File: src/rtl/core/am824_stream_depacketizer_macros.svh
`ifndef AM824_STREAM_DEPACKETIZER_MACROS_SVH
`define AM824_STREAM_DEPACKETIZER_MACROS_SVH

// Same-cycle implication, checked out of reset.
`define AM824_ASSERT_NOW(label, ante, cons) \
    label: assert property (@(posedge clk) disable iff (!rst_n) (ante) |-> (cons)) \
        else $error("am824 depacketizer check failed");

// Next-cycle implication, checked out of reset.
`define AM824_ASSERT_NEXT(label, ante, cons) \
    label: assert property (@(posedge clk) disable iff (!rst_n) (ante) |=> (cons)) \
        else $error("am824 depacketizer check failed");

`endif

File: src/rtl/core/am824d_pkg.sv
package am824d_pkg;

    localparam int POS_AVTP    = 18;
    localparam int POS_CIP     = 42;
    localparam int POS_PAYLOAD = 50;
    localparam int CIP_HDR_BYTES = 8;

    localparam logic [15:0] VLAN_TPID  = 16'h8100;
    localparam logic [15:0] AVTP_ETYPE = 16'h22F0;
    localparam logic [7:0]  SUBTYPE_61883 = 8'h00;

    localparam logic KIND_SAMPLE = 1'b0;
    localparam logic KIND_END    = 1'b1;

    localparam logic REG_CHANNELS = 1'b0;
    localparam logic REG_WIDE     = 1'b1;

    localparam int TDATA_W    = 88;
    localparam int FIFO_DEPTH = 4;
    localparam int FIFO_AW    = 2;

    typedef struct packed {
        logic        has_sample;
        logic        has_end;
        logic [31:0] sample;
        logic [2:0]  slot;
        logic [7:0]  seq;
        logic [31:0] ptime;
        logic        tv;
        logic        tu;
        logic [8:0]  blocks;
    } am824d_entry_t;

endpackage

File: src/rtl/core/am824d_front.sv
module am824d_front #(
    parameter int MAX_FRAME_BYTES = 1518,
    parameter int MAX_CHANNELS    = 8
) (
    input  logic                   clk,
    input  logic                   rst_n,
    input  logic                   cfg_we,
    input  logic                   cfg_index,
    input  logic [3:0]             cfg_data,
    input  logic                   in_valid,
    output logic                   in_ready,
    input  logic [7:0]             in_byte,
    input  logic                   in_last,
    output logic                   push,
    input  logic                   push_ready,
    output am824d_pkg::am824d_entry_t push_entry
);
    import am824d_pkg::*;

    localparam int POS_W = $clog2(MAX_FRAME_BYTES + 1);

    logic [POS_W-1:0] pos_reg, pos_next;
    logic [7:0]  exp_reg, exp_next;
    logic        seeded_reg, seeded_next;
    logic        good_reg, good_next;
    logic [15:0] hdr_reg, hdr_next;
    logic [31:0] time_reg, time_next;
    logic [1:0]  flag_reg, flag_next;
    logic [15:0] len_reg, len_next;
    logic [7:0]  bs_reg, bs_next;
    logic [23:0] quad_reg, quad_next;
    logic [7:0]  slot_reg, slot_next;
    logic [3:0]  rem_reg, rem_next;
    logic [8:0]  blk_reg, blk_next;
    logic [3:0]  chan_reg;
    logic        wide_reg;

    logic [3:0]       eff_ch;
    logic [POS_W-1:0] off;
    logic [15:0]      limit;
    logic [7:0]       slot_inc;
    logic             fire;
    logic             take_sample;
    logic             take_end;
    logic [31:0]      sample_val;

    assign eff_ch   = (32'(chan_reg) > MAX_CHANNELS) ? 4'(MAX_CHANNELS) : chan_reg;
    assign in_ready = push_ready;
    assign fire     = in_valid & in_ready;
    assign off      = pos_reg - POS_W'(POS_PAYLOAD);
    assign slot_inc = slot_reg + 8'd1;

    always_comb
    begin
        exp_next    = exp_reg;
        seeded_next = seeded_reg;
        good_next   = good_reg;
        hdr_next    = hdr_reg;
        time_next   = time_reg;
        flag_next   = flag_reg;
        len_next    = len_reg;
        bs_next     = bs_reg;
        quad_next   = quad_reg;
        slot_next   = slot_reg;
        rem_next    = rem_reg;
        blk_next    = blk_reg;
        take_sample = 1'b0;
        limit       = (len_reg >= 16'(CIP_HDR_BYTES)) ? len_reg - 16'(CIP_HDR_BYTES) : 16'd0;
        if (32'(pos_reg) < MAX_FRAME_BYTES)
        begin
            if (pos_reg == '0)
            begin
                good_next = 1'b1;
                hdr_next  = '0;
                time_next = '0;
                flag_next = '0;
                len_next  = '0;
                bs_next   = '0;
                quad_next = '0;
                slot_next = '0;
                rem_next  = '0;
                blk_next  = '0;
            end
            hdr_next = {hdr_next[7:0], in_byte};
            priority if (pos_reg == POS_W'(13))
            begin
                if (hdr_next != VLAN_TPID)
                    good_next = 1'b0;
            end
            else if (pos_reg == POS_W'(17))
            begin
                if (hdr_next != AVTP_ETYPE)
                    good_next = 1'b0;
            end
            else if (pos_reg == POS_W'(POS_AVTP))
            begin
                if (in_byte != SUBTYPE_61883)
                    good_next = 1'b0;
            end
            else if (pos_reg == POS_W'(POS_AVTP + 1))
                flag_next[0] = in_byte[0];
            else if (pos_reg == POS_W'(POS_AVTP + 2))
            begin
                if (good_reg)
                begin
                    if (seeded_reg && in_byte != exp_reg)
                        good_next = 1'b0;
                    seeded_next = 1'b1;
                    exp_next    = in_byte + 8'd1;
                end
            end
            else if (pos_reg == POS_W'(POS_AVTP + 3))
                flag_next[1] = in_byte[0];
            else if (pos_reg >= POS_W'(30) && pos_reg <= POS_W'(33))
                time_next = {time_reg[23:0], in_byte};
            else if (pos_reg == POS_W'(39))
                len_next = hdr_next;
            else if (pos_reg == POS_W'(POS_CIP + 1))
            begin
                bs_next = in_byte;
                if (in_byte == 8'd0)
                    good_next = 1'b0;
            end
            else if (pos_reg >= POS_W'(POS_PAYLOAD) && good_reg)
            begin
                if (off[1:0] != 2'd0)
                    quad_next = {quad_reg[15:0], in_byte};
                if (off[1:0] == 2'd3
                    && (17'(off) + 17'd1) <= {1'b0, limit} && bs_reg != 8'd0)
                begin
                    if (slot_reg < {4'd0, eff_ch})
                    begin
                        take_sample = 1'b1;
                        // block count follows the kept-sample tally divided by channels
                        if (rem_reg + 4'd1 == eff_ch)
                        begin
                            rem_next = '0;
                            blk_next = blk_reg + 9'd1;
                        end
                        else
                            rem_next = rem_reg + 4'd1;
                    end
                    slot_next = (slot_inc >= bs_reg) ? 8'd0 : slot_inc;
                end
            end
            else
            begin
            end
        end
        take_end = in_last && good_next && pos_reg >= POS_W'(POS_AVTP + 2);
        if (in_last)
        begin
            pos_next  = '0;
            good_next = 1'b0;
        end
        else if (32'(pos_reg) < MAX_FRAME_BYTES)
            pos_next = pos_reg + POS_W'(1);
        else
            pos_next = pos_reg;
    end

    assign sample_val = wide_reg ? {quad_next, 8'h00}
                                 : {{16{quad_next[23]}}, quad_next[23:8]};

    always_comb
    begin
        push_entry.has_sample = take_sample;
        push_entry.has_end    = take_end;
        push_entry.sample     = sample_val;
        push_entry.slot       = slot_reg[2:0];
        push_entry.seq        = exp_next - 8'd1;
        push_entry.ptime      = time_next;
        push_entry.tv         = flag_next[0];
        push_entry.tu         = flag_next[1];
        push_entry.blocks     = blk_next;
    end

    assign push = fire & (take_sample | take_end);

    always_ff @(posedge clk or negedge rst_n)
    begin
        if (!rst_n)
        begin
            chan_reg   <= 4'd2;
            wide_reg   <= 1'b1;
            pos_reg    <= '0;
            exp_reg    <= '0;
            seeded_reg <= 1'b0;
            good_reg   <= 1'b0;
            hdr_reg    <= '0;
            time_reg   <= '0;
            flag_reg   <= '0;
            len_reg    <= '0;
            bs_reg     <= '0;
            quad_reg   <= '0;
            slot_reg   <= '0;
            rem_reg    <= '0;
            blk_reg    <= '0;
        end
        else
        begin
            if (cfg_we)
            begin
                unique case (cfg_index)
                    REG_CHANNELS: chan_reg <= cfg_data;
                    REG_WIDE:     wide_reg <= cfg_data[0];
                    default:      ;
                endcase
            end
            if (fire)
            begin
                pos_reg    <= pos_next;
                exp_reg    <= exp_next;
                seeded_reg <= seeded_next;
                good_reg   <= good_next;
                hdr_reg    <= hdr_next;
                time_reg   <= time_next;
                flag_reg   <= flag_next;
                len_reg    <= len_next;
                bs_reg     <= bs_next;
                quad_reg   <= quad_next;
                slot_reg   <= slot_next;
                rem_reg    <= rem_next;
                blk_reg    <= blk_next;
            end
        end
    end
endmodule

File: src/rtl/core/am824d_fifo.sv
module am824d_fifo (
    input  logic                      clk,
    input  logic                      rst_n,
    input  logic                      push,
    input  am824d_pkg::am824d_entry_t push_entry,
    output logic                      push_ready,
    input  logic                      pop,
    output logic                      head_valid,
    output am824d_pkg::am824d_entry_t head_entry
);
    import am824d_pkg::*;

    am824d_entry_t              mem_reg [FIFO_DEPTH];
    logic [FIFO_AW-1:0]         wr_reg;
    logic [FIFO_AW-1:0]         rd_reg;
    logic [FIFO_AW:0]           cnt_reg;

    assign push_ready = cnt_reg != (FIFO_AW + 1)'(FIFO_DEPTH);
    assign head_valid = cnt_reg != '0;
    assign head_entry = mem_reg[rd_reg];

    always_ff @(posedge clk)
    begin
        if (push)
            mem_reg[wr_reg] <= push_entry;
    end

    always_ff @(posedge clk or negedge rst_n)
    begin
        if (!rst_n)
        begin
            wr_reg  <= '0;
            rd_reg  <= '0;
            cnt_reg <= '0;
        end
        else
        begin
            if (push)
                wr_reg <= wr_reg + FIFO_AW'(1);
            if (pop)
                rd_reg <= rd_reg + FIFO_AW'(1);
            if (push && !pop)
                cnt_reg <= cnt_reg + (FIFO_AW + 1)'(1);
            else if (pop && !push)
                cnt_reg <= cnt_reg - (FIFO_AW + 1)'(1);
        end
    end
endmodule

File: src/rtl/core/am824d_back.sv
module am824d_back (
    input  logic                      clk,
    input  logic                      rst_n,
    input  logic                      head_valid,
    input  am824d_pkg::am824d_entry_t head_entry,
    output logic                      pop,
    output logic                      out_valid,
    input  logic                      out_ready,
    output logic                      out_kind,
    output logic                      out_last,
    output logic [am824d_pkg::TDATA_W-1:0] out_data
);
    import am824d_pkg::*;

    logic                 valid_reg;
    logic                 phase_reg;
    logic                 kind_reg;
    logic                 last_reg;
    logic [TDATA_W-1:0]   data_reg;
    logic                 adv;
    logic                 split;

    assign adv   = !valid_reg | out_ready;
    // an entry holding both a sample and a frame end goes out as two beats
    assign split = head_entry.has_sample & head_entry.has_end & !phase_reg;
    assign pop   = adv & head_valid & !split;

    assign out_valid = valid_reg;
    assign out_kind  = kind_reg;
    assign out_last  = last_reg;
    assign out_data  = data_reg;

    always_ff @(posedge clk or negedge rst_n)
    begin
        if (!rst_n)
        begin
            valid_reg <= 1'b0;
            phase_reg <= 1'b0;
            kind_reg  <= KIND_SAMPLE;
            last_reg  <= 1'b0;
            data_reg  <= '0;
        end
        else if (adv)
        begin
            valid_reg <= head_valid;
            if (head_valid)
            begin
                if (head_entry.has_sample && !phase_reg)
                begin
                    kind_reg  <= KIND_SAMPLE;
                    last_reg  <= !split;
                    phase_reg <= split;
                    data_reg  <= {1'b0, 1'b0, 9'd0, head_entry.tu, head_entry.tv,
                                  head_entry.ptime, head_entry.seq, head_entry.slot,
                                  head_entry.sample};
                end
                else
                begin
                    kind_reg  <= KIND_END;
                    last_reg  <= 1'b1;
                    phase_reg <= 1'b0;
                    data_reg  <= {1'b0, head_entry.blocks != 9'd0, head_entry.blocks,
                                  head_entry.tu, head_entry.tv, head_entry.ptime,
                                  head_entry.seq, 3'd0, 32'd0};
                end
            end
        end
    end
endmodule

File: src/rtl/core/am824_stream_depacketizer.sv
// channel   | dir | width            | contents
// s_axis    | in  | tdata 8, tlast   | frame bytes, tlast on final byte
// m_axis    | out | tdata 88, tuser 1| sample or frame-end records, tlast on last of a byte
// cfg       | in  | index 1, data 4  | channels_in_use, wide_samples
// One byte is taken per cycle while s_tready is high; front-end header parsing and
// sample extraction are registered per byte. A byte yielding a sample and a frame end
// needs two output beats; the output runs at one record per cycle while m_tready is high.
// A four-entry queue separates parsing from output; s_tready drops only when it fills.
// Reset clears all parse state and the queue; no clearing pass.
`include "am824_stream_depacketizer_macros.svh"

module am824_stream_depacketizer #(
    parameter int MAX_FRAME_BYTES = 1518,
    parameter int MAX_CHANNELS    = 8
) (
    input  logic        clk,
    input  logic        rst_n,
    input  logic        cfg_we,
    input  logic        cfg_index,
    input  logic [3:0]  cfg_data,
    input  logic        s_tvalid,
    output logic        s_tready,
    input  logic [7:0]  s_tdata,   // [7:0] frame_byte
    input  logic        s_tlast,
    output logic        m_tvalid,
    input  logic        m_tready,
    // [31:0] pcm_sample, [34:32] channel_slot, [42:35] sequence_value,
    // [74:43] presentation_time, [75] time_valid, [76] ts_uncertain,
    // [85:77] block_count, [86] queued, [87] zero
    output logic [am824d_pkg::TDATA_W-1:0] m_tdata,
    output logic        m_tuser,   // [0] record_kind
    output logic        m_tlast
);
    import am824d_pkg::*;

    logic          push;
    logic          push_ready;
    am824d_entry_t push_entry;
    logic          pop;
    logic          head_valid;
    am824d_entry_t head_entry;

    am824d_front #(
        .MAX_FRAME_BYTES (MAX_FRAME_BYTES),
        .MAX_CHANNELS    (MAX_CHANNELS)
    ) u_front (
        .clk        (clk),
        .rst_n      (rst_n),
        .cfg_we     (cfg_we),
        .cfg_index  (cfg_index),
        .cfg_data   (cfg_data),
        .in_valid   (s_tvalid),
        .in_ready   (s_tready),
        .in_byte    (s_tdata),
        .in_last    (s_tlast),
        .push       (push),
        .push_ready (push_ready),
        .push_entry (push_entry)
    );

    am824d_fifo u_fifo (
        .clk        (clk),
        .rst_n      (rst_n),
        .push       (push),
        .push_entry (push_entry),
        .push_ready (push_ready),
        .pop        (pop),
        .head_valid (head_valid),
        .head_entry (head_entry)
    );

    am824d_back u_back (
        .clk        (clk),
        .rst_n      (rst_n),
        .head_valid (head_valid),
        .head_entry (head_entry),
        .pop        (pop),
        .out_valid  (m_tvalid),
        .out_ready  (m_tready),
        .out_kind   (m_tuser),
        .out_last   (m_tlast),
        .out_data   (m_tdata)
    );

    `AM824_ASSERT_NOW(a_no_overflow, push, push_ready)
    `AM824_ASSERT_NOW(a_no_underflow, pop, head_valid)
    `AM824_ASSERT_NOW(a_end_is_last, m_tvalid && m_tuser == KIND_END, m_tlast)
    `AM824_ASSERT_NOW(a_sample_no_count, m_tvalid && m_tuser == KIND_SAMPLE, m_tdata[86:77] == 10'd0)
    `AM824_ASSERT_NEXT(a_split_holds, m_tvalid && !m_tlast && m_tready, m_tvalid && m_tuser == KIND_END)

endmodule
File: config.mk
export PLATFORM = sky130hd
export DESIGN_NAME = am824_stream_depacketizer
export DESIGN_NICKNAME = d
export VERILOG_FILES = /design/src/rtl/core/am824d_pkg.sv /design/src/rtl/core/am824d_front.sv /design/src/rtl/core/am824d_fifo.sv /design/src/rtl/core/am824d_back.sv /design/src/rtl/core/am824_stream_depacketizer.sv
export VERILOG_INCLUDE_DIRS = /design/src /design/src/rtl/core
export SDC_FILE = /design/constraint.sdc
export NUM_CORES = 1
export LEC_CHECK = 0
export BUFFER_PORTS_ARGS = -buffer_cell sky130_fd_sc_hd__buf_4
export CAP_MARGIN = 5
export CORE_MARGIN = 2
export CORE_UTILIZATION = 50
export CTS_CLUSTER_SIZE = 12
export DETAILED_ROUTE_END_ITERATION = 10
export GPL_TIMING_DRIVEN = 0
export PLACE_DENSITY = 0.67
export SYNTH_ARGS = -nofsm -noshare
export SYNTH_HDL_FRONTEND = slang
export SYNTH_SLANG_ARGS = --single-unit
File: constraint.sdc
create_clock -name clk -period 8.6 [get_ports clk]
set_input_delay 0.43 -clock clk [delete_from_list [all_inputs] [get_ports clk]]
set_output_delay 0.43 -clock clk [all_outputs]
set_load 0.01 [all_outputs]
# After elaboration in Yosys (flattened, before gate mapping)
# Memories as Yosys holds them, arrays and structs flattened.
# Cells that the tools add are included.
totals:
  register_bits: 236
  latchBits: 0
  mem_bits_rw: 352
  rom_bits: 0
  in_bits: 19
  out_inout_bits: 92
  wordCells: 249
  n_memories: 1
memory_table:
  columns: ["memory", "words", "width", "read_ports", "rd_ports_with_merged_regs", "write_ports", "line", "rtl"]
  rows:
  - ["u_fifo.mem_reg", 4, 88, 1, 0, 1, "am824d_fifo.sv:13", "am824d_entry_t mem_reg [FIFO_DEPTH];"]
op_classes:
  addsub: 13
  mul: 0
  n_div: 0
  magnitude_cmp: 10
  n_eq_ne: 14
  shifts: 0
  n_mux: 145
  bitwise_logic: 13
  reduce_logical: 30
ops:
  columns: ["op", "n"]
  rows:
  - ["24-bit two-way mux", 13]
  - ["32-bit two-way mux", 9]
  - ["8-bit two-way mux", 32]
  - ["16-bit two-way mux", 10]
  - ["9-bit two-way mux", 15]
  - ["87-bit two-way mux", 1]
  - ["4-bit two-way mux", 15]
  - ["11-bit by 5-bit == test with 1-bit output, second input constant", 5]
  - ["1-bit two-way mux", 40]
  - ["31-bit two-way mux", 1]
  - ["11-bit by 6-bit == test with 1-bit output, second input constant", 2]
  - ["11-bit by 5-bit >= comparator with 1-bit output, second input constant", 2]
  - ["11-bit two-way mux", 2]
  - ["17-bit by 16-bit less-or-equal comparator with 1-bit output", 1]
  - ["8-bit by 1-bit adder with 8-bit output, second input constant", 2]
  - ["16-bit by 4-bit >= comparator with 1-bit output, second input constant", 1]
  - ["16-bit by 14-bit inequality test with 1-bit output, second input constant", 1]
  - ["16-bit inequality test, second input constant", 1]
  - ["8-bit nonzero test", 2]
  - ["16-bit by 4-bit subtractor with 16-bit output, second input constant", 1]
  - ["11-bit by 1-bit adder with 12-bit output, second input constant", 1]
  - ["11-bit by 1-bit adder with 11-bit output, second input constant", 1]
  - ["11-bit by 4-bit == test with 1-bit output, second input constant", 1]
  - ["11-bit by 6-bit >= comparator with 1-bit output, second input constant", 1]
  - ["30 further kinds", 65]

# Logic depth before layout (Yosys ltp)
logic_depth:
  depth_word: 23
  depth_mapped: 24

# Hierarchy
# A second synthesis with hierarchy kept.
hier_totals:
  cells_unflattened: 1889
  hier_area_um2: 26041.2
by_module_without_submodules:
  columns: ["mod", "n_inst", "cells_each", "area_each_um2"]
  rows:
  - ["am824d_fifo", 1, 495, 13187.6]
  - ["am824d_front", 1, 1085, 9016.1]
  - ["am824d_back", 1, 309, 3837.4]

# Worst setup path before layout
# OpenSTA, ideal clock, no wires.
synth_path:
  kind: "register to register"
  from: "register u_front.pos_reg[2]"
  to: "memory u_fifo.mem_reg[0][0] in the netlist's numbering (enable)"
  arrival_time_ns: 5.977
  slack_ns: 2.167
  path_stages_with_launch: 20
  n_path_buf: 2
  period_less_slack_ns: 6.433
  path_cell_list: "dfrtp_1 clkbuf_1 inv_1 ha_1 nor2b_1 nand2_1 o31ai_1 nand3_1 or3b_2 nor3_1 xnor2_1 ha_1 a21oi_1 and2b_2 a311oi_1 a221oi_2 nor4_2 o21ba_1 buf_4 and2_1"
synth_lines:
  columns: ["element", "line", "rtl"]
  rows:
  - ["start: declaration", "am824d_front.sv:22", "logic [POS_W-1:0] pos_reg, pos_next;"]
  - ["start signal: assignment", "am824d_front.sv:212", "pos_reg <= pos_next;"]
  - ["end: declaration", "am824d_fifo.sv:13", null]

==> results.json <==
{
  "skew_ps": 16.8,
  "first_global_vias": 16300,
  "grt.total_usage": 0.228,
  "synthToLayoutAreaGrowth_pct": 14.4,
  "ant_nets": 0,
  "io_buffers": 107,
  "place.gp.congestion": 0.934,
  "ir_drop_uv": 168,
  "crit_fanout": 54,
  "synth_cell_types": 92,
  "worstSkewPairLatency_ps": 620,
  "ys_top_cells_by_area": "edfxtp_1, dfrtp_1, mux4_2, nand2_1, ha_1",
  "period_share": 0.734,
  "arrival_ps": 6610,
  "antenna-diode-count": 0,
  "clock-sinks": 587,
  "cts-root-buf": "clkbuf_16",
  "synth.avg_cell_area_um2": 13.6,
  "grt_start_max_net_pins": 92,
  "setup_viol": 0,
  "critPathSlowestCell": "and2_4",
  "finalHoldViolations": 0,
  "dr_total_vias": 16100,
  "io_pins": 111,
  "final_core_util": 0.581,
  "ys_warn_count": 0,
  "ys_ff_latch": 587,
  "cp_data_required_time_ps": 8890,
  "dpl.hpwl_um": 39900,
  "fp.dieH_um": 230,
  "crit_chain": "clkbuf_1 > inv_1 > ha_1 > xor2_1 > nand4_1 > nand3b_1 > or3_1 > xor2_1 > ha_1 > a21oi_1 > and2b_2 > a311oi_1 > a221oi_2 > nor4_2 > o21ba_1 > buf_4 > and2_4 > buf_12",
  "cts_buffer_depth": 3,
  "fmax_ghz": 0.158,
  "synth_edf_count": 352,
  "drt-pass1-iter-count": 6,
  "antenna_found_initial": 2,
  "final_area_mm2": 0.0292,
  "htree_levels": 2,
  "power.density_mw_per_mm2": 271,
  "yosysMostFrequentCell": "nand2_1",
  "clkTransAtPathRegs_ps": 60,
  "switchingPower_w": 0.00245,
  "synth_fp_nets": 1945,
  "totalWireLength_um": 59500,
  "cts_buffers": 59,
  "p_leak_nw": 11.6,
  "endpoint_kind": "flip-flop",
  "drc": 0,
  "comb_power_share": 0.263,
  "drv_cap": 0,
  "post_cts_buffers": 0,
  "worst_pin_slew_ps": 1190,
  "via_per_inst": 5.81,
  "die_w_um": 230,
  "period_minus_slack_ps": 6320,
  "drt-initial-drc-count": 1247,
  "max_stage_delay_ps": 700,
  "switching_share": 0.310,
  "worstSetupPathType": "flip-flop to flip-flop",
  "fin_hold_ws_ps": 55.5,
  "rows": 82,
  "ys_seq_area_frac": 0.645,
  "cts_tree": "built",
  "p_int_w": 0.00546,
  "rsz0062_at_grt": "false",
  "drive_above_1_share": 0.178,
  "synthArstFlopShare": 0.400,
  "syn_area_mm2": 0.0255,
  "max_slew_margin": 0.209,
  "clockPowerShare": 0.309,
  "synth_common_cells": "nand2_1, edfxtp_1, dfrtp_1, mux4_2, a21oi_1",
  "place_area_mm2": 0.0273,
  "worst-r2r-setup-slack_ps": 2280,
  "routedWlPerCell_um": 21.4,
  "dieArea_mm2": 0.0529,
  "finalNetCount": 2122,
  "postSynthCellCount": 1881,
  "synth_ff_type": "edfxtp_1",
  "initial_utilization": 0.508,
  "yosys.area.top_type_share": 0.414,
  "pwr-share-seq": 0.428,
  "synth_area_leader_cell": "edfxtp_1",
  "startpoint_type": "flip-flop",
  "largest_reg_flops": 352,
  "overflow": 0,
  "drv_slew": 0,
  "grt_pass1_wl_um": 93500,
  "status": "completed",
  "hp-class": "input pin to flip-flop",
  "core_mm2": 0.0503
}
[placed cells by master (no fill, tap or decap), types with 15 or more instances in the layout]
cell / count
ha_1: 44
nor3_1: 26
a21oi_1: 82
mux2_2: 42
clkbuf_1: 113
mux4_2: 88
xnor2_1: 35
a22oi_1: 15
mux2i_1: 19
buf_4: 110
o21ai_0: 70
nand2_1: 361
inv_1: 36
dfrtp_1: 233
nand4_1: 16
edfxtp_1: 352
clkbuf_16: 59
xor2_1: 25
a22o_1: 53
nor2_1: 68
nand3_1: 29
[cell type report]
cell class,instances,area [um^2]
fillers,4066,21100
flip-flops and latches,587,16500
multi-input cells,1151,8490
clock buffers,95,1630
repair buffers,116,1000
well taps,672,841
plain buffers,107,458
clock inverters,17,196
inverters,36,135
[power by group through the flow]
stage	clock network [W]	registers (W)	logic, W
global placement	0	0.00343	0.00206
finish	0.00245	0.00338	0.00208
global route	0.00261	0.00342	0.00227
CTS	0.00249	0.00339	0.00210
floorplan	0	0.00349	0.00120
detailed placement	0	0.00344	0.00209
[final timing paths]
kind                                            startpoint                              end  cells after the start
max in group asynchronous                            rst_n   u_front.blk_reg[8]$_DFFE_PN0P_                      4
hold reg to reg            u_back.out_data[55]$_DFFE_PN0P_  u_back.out_data[55]$_DFFE_PN0P_                      2
setup reg to reg            u_front.pos_reg[2]$_DFFE_PN0P_   u_fifo.mem_reg[1][8]$_DFFE_PP_                     18
min in group asynchronous                            rst_n  u_back.out_data[23]$_DFFE_PN0P_                      2
setup / recovery            u_front.pos_reg[2]$_DFFE_PN0P_   u_fifo.mem_reg[1][8]$_DFFE_PP_                     18
hold / removal                                 cfg_data[1]  u_front.chan_reg[1]$_DFFE_PN1P_                      2
[through the flow]
step	std cells	TNS, ps	worst slack, ps	power [W]
final	2781	0	2280	0.00791
after global routing	2781	0	1760	0.00831
after CTS	2780	0	2240	0.00797
after detailed placement	2666	0	2280	0.00553
after global placement	2660	-138470	-439	0.00549
after floorplan	1881	0	2170	0.00470
[critical path, delay by kind of cell, from the launching register on]
family                     cells  cell delay (ps)
AOI/OAI and AO/OA              4              980
xor gates and xnor gates       2              480
adders and majority gates      2              540
buffers and inverters          4             1140
DFF                            1              390
and+or+nand+nor                6             2400
[cell families (layout without fill, tap and decap cells)]
| kind of cell | count (synthesis) | after routing | synth area share |
|---|---|---|---|
| muxes | 150 | 150 | 0.104 |
| buffers and inverters | 143 | 371 | 0.0232 |
| and+or+nand+nor | 588 | 588 | 0.104 |
| DFF | 587 | 587 | 0.645 |
| xor gates and xnor gates | 60 | 60 | 0.0206 |
| other | 1 | 1 | 0.000147 |
| AOI/OAI and AO/OA | 307 | 307 | 0.0810 |
| adders and majority gates | 45 | 45 | 0.0224 |
[routing by layer]
metal | share of wire | global-route usage | vias up
li1 | - | - | 7332
met1 | 0.43 | 0.307 | 8258
met2 | 0.49 | 0.380 | 459
met3 | 0.056 | 0.0430 | 94
met4 | 0.026 | 0.0671 | 4
met5 | 0.00034 | 0 | -
[repair_timing]
item / 4_1_cts / 5_1_grt
endpoints found under the hold margin: 90 / 0
hold buffers: 2 / 0
gates resized for setup: 0 / 0
setup endpoints to repair: 0 / 0
Power figures use the tool's default switching activity.
